File: src/acds_pkg.sv
// Package for the audio clock divider search: widths, constants and control structs.
package acds_pkg;

	localparam int unsigned ACDS_MAX_DIVIDER = 255;
	localparam int unsigned DIV_W   = 8;
	localparam int unsigned DEN_W   = DIV_W + 1;
	localparam int unsigned HZ_W    = 32;
	localparam int unsigned FRAME_SHIFT = 8;
	localparam int unsigned QUO_W   = HZ_W - FRAME_SHIFT;
	localparam int unsigned STEP_W  = $clog2(QUO_W);
	localparam int unsigned BOUND_W = HZ_W + 7;
	localparam logic [6:0]  REL_BOUND = 7'd100;
	localparam logic [HZ_W-1:0] CLOCK_RESET = 32'd24576000;
	localparam logic [DIV_W-1:0] DIV_FIRST = 8'd2;
	localparam int unsigned OUT_DATA_W = 80;

	typedef struct packed {
		logic load_item;
		logic div_start;
		logic eval;
		logic load_out;
	} acds_cmd_t;

	typedef struct packed {
		logic div_done;
		logic stop;
		logic out_free;
	} acds_sts_t;

endpackage

File: src/acds_sdiv.sv
// Restoring serial divider: one quotient bit per cycle.
module acds_sdiv
	import acds_pkg::*;
(
	input  logic             clk,
	input  logic             arst_n,
	input  logic             start,
	input  logic [QUO_W-1:0] dividend,
	input  logic [DEN_W-1:0] divisor,
	output logic             done,
	output logic [QUO_W-1:0] quotient
);

	logic              busy_q;
	logic              done_q;
	logic [STEP_W-1:0] cnt_q;
	logic [DEN_W-1:0]  rem_q;
	logic [DEN_W-1:0]  den_q;
	logic [QUO_W-1:0]  quo_q;
	logic [DEN_W:0]    trial;
	logic              ge;
	logic [DEN_W:0]    diff;

	assign trial = {rem_q, quo_q[QUO_W-1]};
	assign ge    = trial >= {1'b0, den_q};
	assign diff  = trial - {1'b0, den_q};

	always_ff @(posedge clk or negedge arst_n) begin
		if (!arst_n) begin
			busy_q <= 1'b0;
			done_q <= 1'b0;
			cnt_q  <= '0;
		end else begin
			done_q <= 1'b0;
			if (start) begin
				busy_q <= 1'b1;
				cnt_q  <= '0;
			end else if (busy_q) begin
				cnt_q <= cnt_q + 1'b1;
				if (cnt_q == STEP_W'(QUO_W - 1)) begin
					busy_q <= 1'b0;
					done_q <= 1'b1;
				end
			end
		end
	end

	always_ff @(posedge clk) begin
		if (start) begin
			rem_q <= '0;
			den_q <= divisor;
			quo_q <= dividend;
		end else if (busy_q) begin
			rem_q <= ge ? diff[DEN_W-1:0] : trial[DEN_W-1:0];
			quo_q <= {quo_q[QUO_W-2:0], ge};
		end
	end

	assign done     = done_q;
	assign quotient = quo_q;

endmodule

File: src/acds_datapath.sv
// Datapath: clock register, candidate counters, divider, best-pair tracking, output register.
module acds_datapath
	import acds_pkg::*;
#(
	parameter int unsigned MAX_DIVIDER = ACDS_MAX_DIVIDER
)(
	input  logic                  clk,
	input  logic                  arst_n,
	input  acds_cmd_t             cmd,
	output acds_sts_t             sts,
	input  logic                  cfg_valid,
	input  logic [HZ_W-1:0]       cfg_data,
	input  logic [HZ_W-1:0]       target_hz,
	input  logic                  out_ready,
	output logic                  out_valid,
	output logic [DIV_W-1:0]      divider,
	output logic                  odd_bit,
	output logic [HZ_W-1:0]       real_hz,
	output logic [HZ_W-1:0]       error_hz,
	output logic                  found
);

	logic [HZ_W-1:0]    clk_hz_q;
	logic [HZ_W-1:0]    target_q;
	logic [BOUND_W-1:0] bound_q;
	logic [DIV_W-1:0]   div_q;
	logic               odd_q;
	logic               found_q;
	logic [DIV_W-1:0]   best_div_q;
	logic               best_odd_q;
	logic [HZ_W-1:0]    best_real_q;
	logic [HZ_W-1:0]    best_err_q;
	logic               out_valid_q;
	logic [DIV_W-1:0]   out_div_q;
	logic               out_odd_q;
	logic [HZ_W-1:0]    out_real_q;
	logic [HZ_W-1:0]    out_err_q;
	logic               out_found_q;

	logic               div_done;
	logic [QUO_W-1:0]   quo;
	logic [HZ_W-1:0]    rate;
	logic [HZ_W-1:0]    err;
	logic               better;
	logic               last_cand;

	acds_sdiv u_sdiv (
		.clk      (clk),
		.arst_n   (arst_n),
		.start    (cmd.div_start),
		.dividend (clk_hz_q[HZ_W-1:FRAME_SHIFT]),
		.divisor  ({div_q, odd_q}),
		.done     (div_done),
		.quotient (quo)
	);

	assign rate      = {{FRAME_SHIFT{1'b0}}, quo};
	assign err       = (rate > target_q) ? (rate - target_q) : (target_q - rate);
	assign better    = found_q ? (err < best_err_q)
	                           : ({{(BOUND_W-HZ_W){1'b0}}, err} < bound_q);
	assign last_cand = (div_q == MAX_DIVIDER[DIV_W-1:0]) && odd_q;

	assign sts.div_done = div_done;
	assign sts.stop     = (better && (err == '0)) || last_cand;
	assign sts.out_free = !out_valid_q || out_ready;

	always_ff @(posedge clk or negedge arst_n) begin
		if (!arst_n) begin
			clk_hz_q    <= CLOCK_RESET;
			out_valid_q <= 1'b0;
		end else begin
			if (cfg_valid) begin
				clk_hz_q <= cfg_data;
			end
			if (cmd.load_out) begin
				out_valid_q <= 1'b1;
			end else if (out_ready) begin
				out_valid_q <= 1'b0;
			end
		end
	end

	always_ff @(posedge clk) begin
		if (cmd.load_item) begin
			target_q    <= target_hz;
			bound_q     <= BOUND_W'(target_hz) * BOUND_W'(REL_BOUND);
			div_q       <= DIV_FIRST;
			odd_q       <= 1'b0;
			found_q     <= 1'b0;
			best_div_q  <= DIV_FIRST;
			best_odd_q  <= 1'b0;
			best_real_q <= '0;
			best_err_q  <= '0;
		end else if (cmd.eval) begin
			if (better) begin
				found_q     <= 1'b1;
				best_div_q  <= div_q;
				best_odd_q  <= odd_q;
				best_real_q <= rate;
				best_err_q  <= err;
			end
			// advance the sweep: odd bit first, then the divider
			if (odd_q) begin
				odd_q <= 1'b0;
				div_q <= div_q + 1'b1;
			end else begin
				odd_q <= 1'b1;
			end
		end
		if (cmd.load_out) begin
			out_div_q   <= best_div_q;
			out_odd_q   <= best_odd_q;
			out_real_q  <= best_real_q;
			out_err_q   <= best_err_q;
			out_found_q <= found_q;
		end
	end

	assign out_valid = out_valid_q;
	assign divider   = out_div_q;
	assign odd_bit   = out_odd_q;
	assign real_hz   = out_real_q;
	assign error_hz  = out_err_q;
	assign found     = out_found_q;

endmodule

File: src/acds_ctrl.sv
// Controller state machine sequencing the candidate sweep.
module acds_ctrl
	import acds_pkg::*;
(
	input  logic      clk,
	input  logic      arst_n,
	input  logic      in_valid,
	output logic      in_ready,
	input  acds_sts_t sts,
	output acds_cmd_t cmd
);

	typedef enum logic [2:0] {
		ST_IDLE,
		ST_START,
		ST_WAIT,
		ST_EVAL,
		ST_DONE
	} state_t;

	state_t state_q;

	always_ff @(posedge clk or negedge arst_n) begin
		if (!arst_n) begin
			state_q <= ST_IDLE;
		end else begin
			unique case (state_q)
				ST_IDLE:  if (in_valid) state_q <= ST_START;
				ST_START: state_q <= ST_WAIT;
				ST_WAIT:  if (sts.div_done) state_q <= ST_EVAL;
				ST_EVAL:  state_q <= sts.stop ? ST_DONE : ST_START;
				ST_DONE:  if (sts.out_free) state_q <= ST_IDLE;
				default:  state_q <= ST_IDLE;
			endcase
		end
	end

	assign in_ready      = (state_q == ST_IDLE);
	assign cmd.load_item = (state_q == ST_IDLE) && in_valid;
	assign cmd.div_start = (state_q == ST_START);
	assign cmd.eval      = (state_q == ST_EVAL);
	// hold the finished result until the output register frees up
	assign cmd.load_out  = (state_q == ST_DONE) && sts.out_free;

endmodule

File: src/audio_clock_divider_search_top.sv
// Audio clock divider search: top level with stream ports and clock register write channel.
// Each candidate pair runs in order: start, 24 serial divider steps, done, evaluate.
// Up to 508 candidate pairs (N) are tried per request.
// One request is in flight at a time; the next is taken once the result enters the output register,
// so requests are spaced by the whole sweep, and further while the output side stalls the result.
// arst_n clears control state and sets the clock register to 24576000 Hz.
module audio_clock_divider_search_top
	import acds_pkg::*;
#(
	parameter int unsigned MAX_DIVIDER = ACDS_MAX_DIVIDER
)(
	input  logic                  clk,
	input  logic                  arst_n,
	input  logic                  s_tvalid,
	output logic                  s_tready,
	input  logic [HZ_W-1:0]       s_tdata,   // target_hz[31:0]
	output logic                  m_tvalid,
	input  logic                  m_tready,
	output logic [OUT_DATA_W-1:0] m_tdata,   // divider[7:0], odd_bit[8], real_hz[40:9],
	                                         // error_hz[72:41], zero pad[79:73]
	output logic                  m_tuser,   // found[0]
	input  logic                  cfg_valid,
	output logic                  cfg_ready,
	input  logic [HZ_W-1:0]       cfg_data
);

	acds_cmd_t        cmd;
	acds_sts_t        sts;
	logic [DIV_W-1:0] divider;
	logic             odd_bit;
	logic [HZ_W-1:0]  real_hz;
	logic [HZ_W-1:0]  error_hz;

	acds_ctrl u_ctrl (
		.clk      (clk),
		.arst_n   (arst_n),
		.in_valid (s_tvalid),
		.in_ready (s_tready),
		.sts      (sts),
		.cmd      (cmd)
	);

	acds_datapath #(
		.MAX_DIVIDER (MAX_DIVIDER)
	) u_dp (
		.clk       (clk),
		.arst_n    (arst_n),
		.cmd       (cmd),
		.sts       (sts),
		.cfg_valid (cfg_valid),
		.cfg_data  (cfg_data),
		.target_hz (s_tdata),
		.out_ready (m_tready),
		.out_valid (m_tvalid),
		.divider   (divider),
		.odd_bit   (odd_bit),
		.real_hz   (real_hz),
		.error_hz  (error_hz),
		.found     (m_tuser)
	);

	assign cfg_ready = 1'b1;
	assign m_tdata   = {{(OUT_DATA_W - DIV_W - 1 - 2*HZ_W){1'b0}},
	                    error_hz, real_hz, odd_bit, divider};

endmodule

File: config.mk
export PLATFORM = sky130hd
export DESIGN_NAME = audio_clock_divider_search_top
export DESIGN_NICKNAME = d
export VERILOG_FILES = /design/src/acds_pkg.sv /design/src/acds_sdiv.sv /design/src/acds_datapath.sv /design/src/acds_ctrl.sv /design/src/audio_clock_divider_search_top.sv
export SDC_FILE = /design/constraint.sdc
export NUM_CORES = 1
export LEC_CHECK = 0
export BUFFER_PORTS_ARGS = -buffer_cell sky130_fd_sc_hd__buf_2
export CAP_MARGIN = 20
export CORE_MARGIN = 10
export CORE_UTILIZATION = 60
export CTS_CLUSTER_DIAMETER = 100
export DETAILED_ROUTE_END_ITERATION = 10
export HOLD_SLACK_MARGIN = 0.08
export PLACE_DENSITY = 0.88
export SLEW_MARGIN = 25
export SYNTH_ARGS = -nofsm -noshare
export SYNTH_HDL_FRONTEND = slang
export SYNTH_SLANG_ARGS = --single-unit
File: constraint.sdc
create_clock -name clk -period 5.9 [get_ports clk]
set_clock_uncertainty 0.1 [all_clocks]
set_input_delay 1.18 -clock clk [delete_from_list [all_inputs] [get_ports clk]]
set_output_delay 1.18 -clock clk [all_outputs]
set_load 0.1 [all_outputs]
==> flow_summary.toml <==
[status]
outcome = "finished clean"

[sta]
worst_slack_ps = 75.0
whs_ps = 342
setup_viol = 0
period_minus_slack_ps = 5830
slew_headroom_pct = 39.7
tightest_slew_ps = 904
hold_violations = 0
fin_crit_sh_pct = 98.7
final_max_slew_viol_count = 0
fmax_mhz = 172

[power]
power_mw = 12.5
powerDensity_mw_per_mm2 = 583
leakagePower_nw = 9.97
p_sw_mw = 5.45
p_seq_share_pct = 25.3
peakVddDrop_mv = 0.330
power.share.clock_pct = 15.7
switching_share_pct = 43.6
p_int_mw = 7.04
pwr-share-comb_pct = 58.9

[drt]
post_drt_wl_per_cell_um = 20.8
wirelength_um = 51300
route.detailed.drc = 0
initialDrtViolationCount = 1166
viasPerCell = 5.92
vias = 14582
ant_nets = 0
firstDrtPassIters = 7

[worst_setup_path]
timing.rr.end = "u_dp.best_div_q[5]"
crit_path_end_kind = "register"
cp_max_fo = 16
cp_data_arrival_time_ps = 6140
cp.required_ps = 6220
ff2ff_path_depth = 27
r2r_start = "u_dp.target_q[0]"
path_class = "register to register"
cp-start-kind = "register"
reg2reg_slack_ps = 70

[cells_and_area]
drive_above_1_share_pct = 19.2
register_area_mm2 = 0.00752
final_cell_mix = "inv_1 (273), ha_1 (218), edfxtp_1 (165)"
nNetsFinal = 2372
layout_commonest_cell = "inv_1"
num_antenna_cells = 0
area_growth_pct = 16.9
final_cell_count_no_fill = 2465
multiInputGateArea_mm2 = 0.00966
utilization_pct = 71.7
fillers = 2085

[floorplanning]
rows = 63
start_util_pct = 61.4
die_area_mm2 = 0.0379
fp.dieW_um = 195
core-area_mm2 = 0.0299
ioPinCount = 153
die_h_um = 195

[synthesis]
avgSynthCellArea_um2 = 10.0
post_synth_num_cell_types = 78
ys_seq_area_share_pct = 41.0
yosys_warnings = 0
syn_inst = 1825
ys.flop_type = "edfxtp_1"
synth-edff-count = 165
synth_area_mm2 = 0.0183
synthArstFlopShare_pct = 12.3
synth_seq_cells = 284

[place]
portBuffers = 128
post-dp-hpwl_um = 39100
place_ws_ps = -36.9
dp.cells = 2405
routabilityCongestion = 0.942

[global_route]
grt.overflow.total = 0
grt_pass1_vias = 14908
grt_max_degree = 73
track_usage_pct = 25.6
antenna_found_initial = 0
grt_pass1_wl_um = 79500

[cts]
path_clk_slew_ps = 60
clock_latency_ps = 560
clock_sinks = 284
htree_levels = 1
cts_tree = "built"
root_buffer = "clkbuf_16"
ctsHoldBuffers = 0
cts_buffers = 29
clk_path_buf_depth = 3

[job]
drv_cap = 0

[min_path]
hold_path_startpoint = "u_dp.best_div_q[2]"
hold_end = "u_dp.divider[2]"
hold-path-cell-count = 0
holdCritPathClass = "register to register"
-- kinds of logic after synthesis --
kind of cell,count (synthesis),share of synthesized area [%]
buffers and inverters,350,7.92
multiplexers,96,5.41
adder cells (fa/ha/maj),250,18.3
other,2,0.0410
AO/OA/AOI/OAI,384,13.7
XOR/XNOR,79,3.77
AND/OR/NAND/NOR,380,9.80
flip-flops,284,41.0
-- cell type report --
cell class	instances	share of cell area, %
clock buffer	32	3.54
clock inverter	21	1.18
inverter	274	4.81
multi-input combinational	1205	45.1
sequential	284	35.1
tap	390	2.28
timing repair buffer	259	8.02
-- through the flow --
step / cell area [µm²] / TNS (ps)
floorplan: 18400 / 0
CTS: 21100 / 0
finish: 21400 / 0
global route: 21400 / -901
global placement: 20100 / 0
detailed placement: 20100 / -329
-- power by group through the flow --
stage | combinational [mW] | sequential, mW | clock [mW]
CTS | 6.84 | 3.14 | 1.97
detailed placement | 6.70 | 3.17 | 0
global placement | 6.42 | 3.14 | 0
floorplan | 4.39 | 3.01 | 0
finish | 7.36 | 3.16 | 1.96
global route | 8.03 | 3.20 | 2.05
-- per-layer routing --
metal  part of all wire [%]  track usage (%)  up-vias
met1                     40             31.9     7071
met3                    7.0             3.53      115
li1                       -                -     6780
met2                     50             45.1      616
met5                      0                0        -
met4                    3.0             7.35        0
-- sequential cells by signal, indices dropped and copies added (netlist names), 3 cells and up --
register and cells:
u_dp.target_q 32, u_dp.u_sdiv.quotient 24, u_dp.u_sdiv.den_q 9, u_dp.best_real_q 24, u_dp.clk_hz_q 24, u_dp.divider 8
u_dp.error_hz 32, u_dp.div_q 8, u_dp.u_sdiv.rem_q 9, u_dp.best_err_q 32, u_ctrl.state_q 3, u_dp.u_sdiv.cnt_q 5
u_dp.best_div_q 8, u_dp.bound_q 34, u_dp.real_hz 24
-- timing repair --
item                       in CTS  in global routing
gates resized for setup         6                 50
gates cloned                    0                  2
setup endpoints to repair      54                 68
pin swaps                       2                 14
buffers inserted                1                  4
-- worst max-delay path: stages, from the launching register on --
cell and delay [ps]:
edfxtp_1 480, ha_1 210, inv_1 50, fa_1 410
a211oi_2 260, o21bai_2 150, a21oi_2 190, buf_4 160
o211a_4 170, nor2_4 70, buf_4 190, o31ai_2 240
xor2_1 270, inv_1 130, ha_1 300, o21ai_1 160
nand2b_1 70, a21oi_1 180, a211oi_2 90, a211oi_2 350
a2111oi_4 130, a2111oi_2 410, a21oi_2 100, nor2_4 140
buf_12 160, buf_8 200, mux2i_1 240, nor2_1 80
-- cell usage after synthesis (10+ instances only) --
cell      number  share of area, %
o21ai_0       85               2.3
edfxtp_1     165                27
mux2i_1       71               3.9
clkbuf_1      29              0.59
nand2b_1      19              0.65
nand4_1       25              0.85
inv_1        274               5.6
xnor2_1       41               2.0
o21bai_1      10              0.41
nor2b_1       10              0.34
o21a_1        14              0.57
a211oi_1      29               1.2
a21o_1        61               2.5
mux2_2        25               1.5
buf_2         17              0.46
fa_1          30               3.3
ha_1         220                15
nand2_1       89               1.8
dfxtp_1       84               9.2
buf_4         23              0.94
nand3_1       22              0.60
xor2_1        38               1.8
nor3_1        13              0.35
a21oi_1       95               2.6
dfrtp_1       28               3.8
nor2_1       148               3.0
-- how the worst max path moves through the flow --
| stage | startpoint | end | slack (ps) | depth (start not counted) |
|---|---|---|---|---|
| floorplan | u_dp.u_sdiv.quotient[0] | u_dp.best_real_q[14] | 560 | 28 |
| global placement | u_dp.u_sdiv.quotient[11] | u_dp.best_div_q[0] | 60 | 24 |
| detailed placement | u_dp.target_q[0] | u_dp.best_real_q[0] | -40 | 24 |
| CTS | u_dp.target_q[0] | u_dp.best_real_q[0] | 8 | 25 |
| global route | u_dp.u_sdiv.quotient[0] | u_dp.best_div_q[5] | -50 | 28 |
| finish | u_dp.target_q[0] | u_dp.best_div_q[5] | 70 | 27 |
Note: power is estimated with default switching activity, not from simulation.
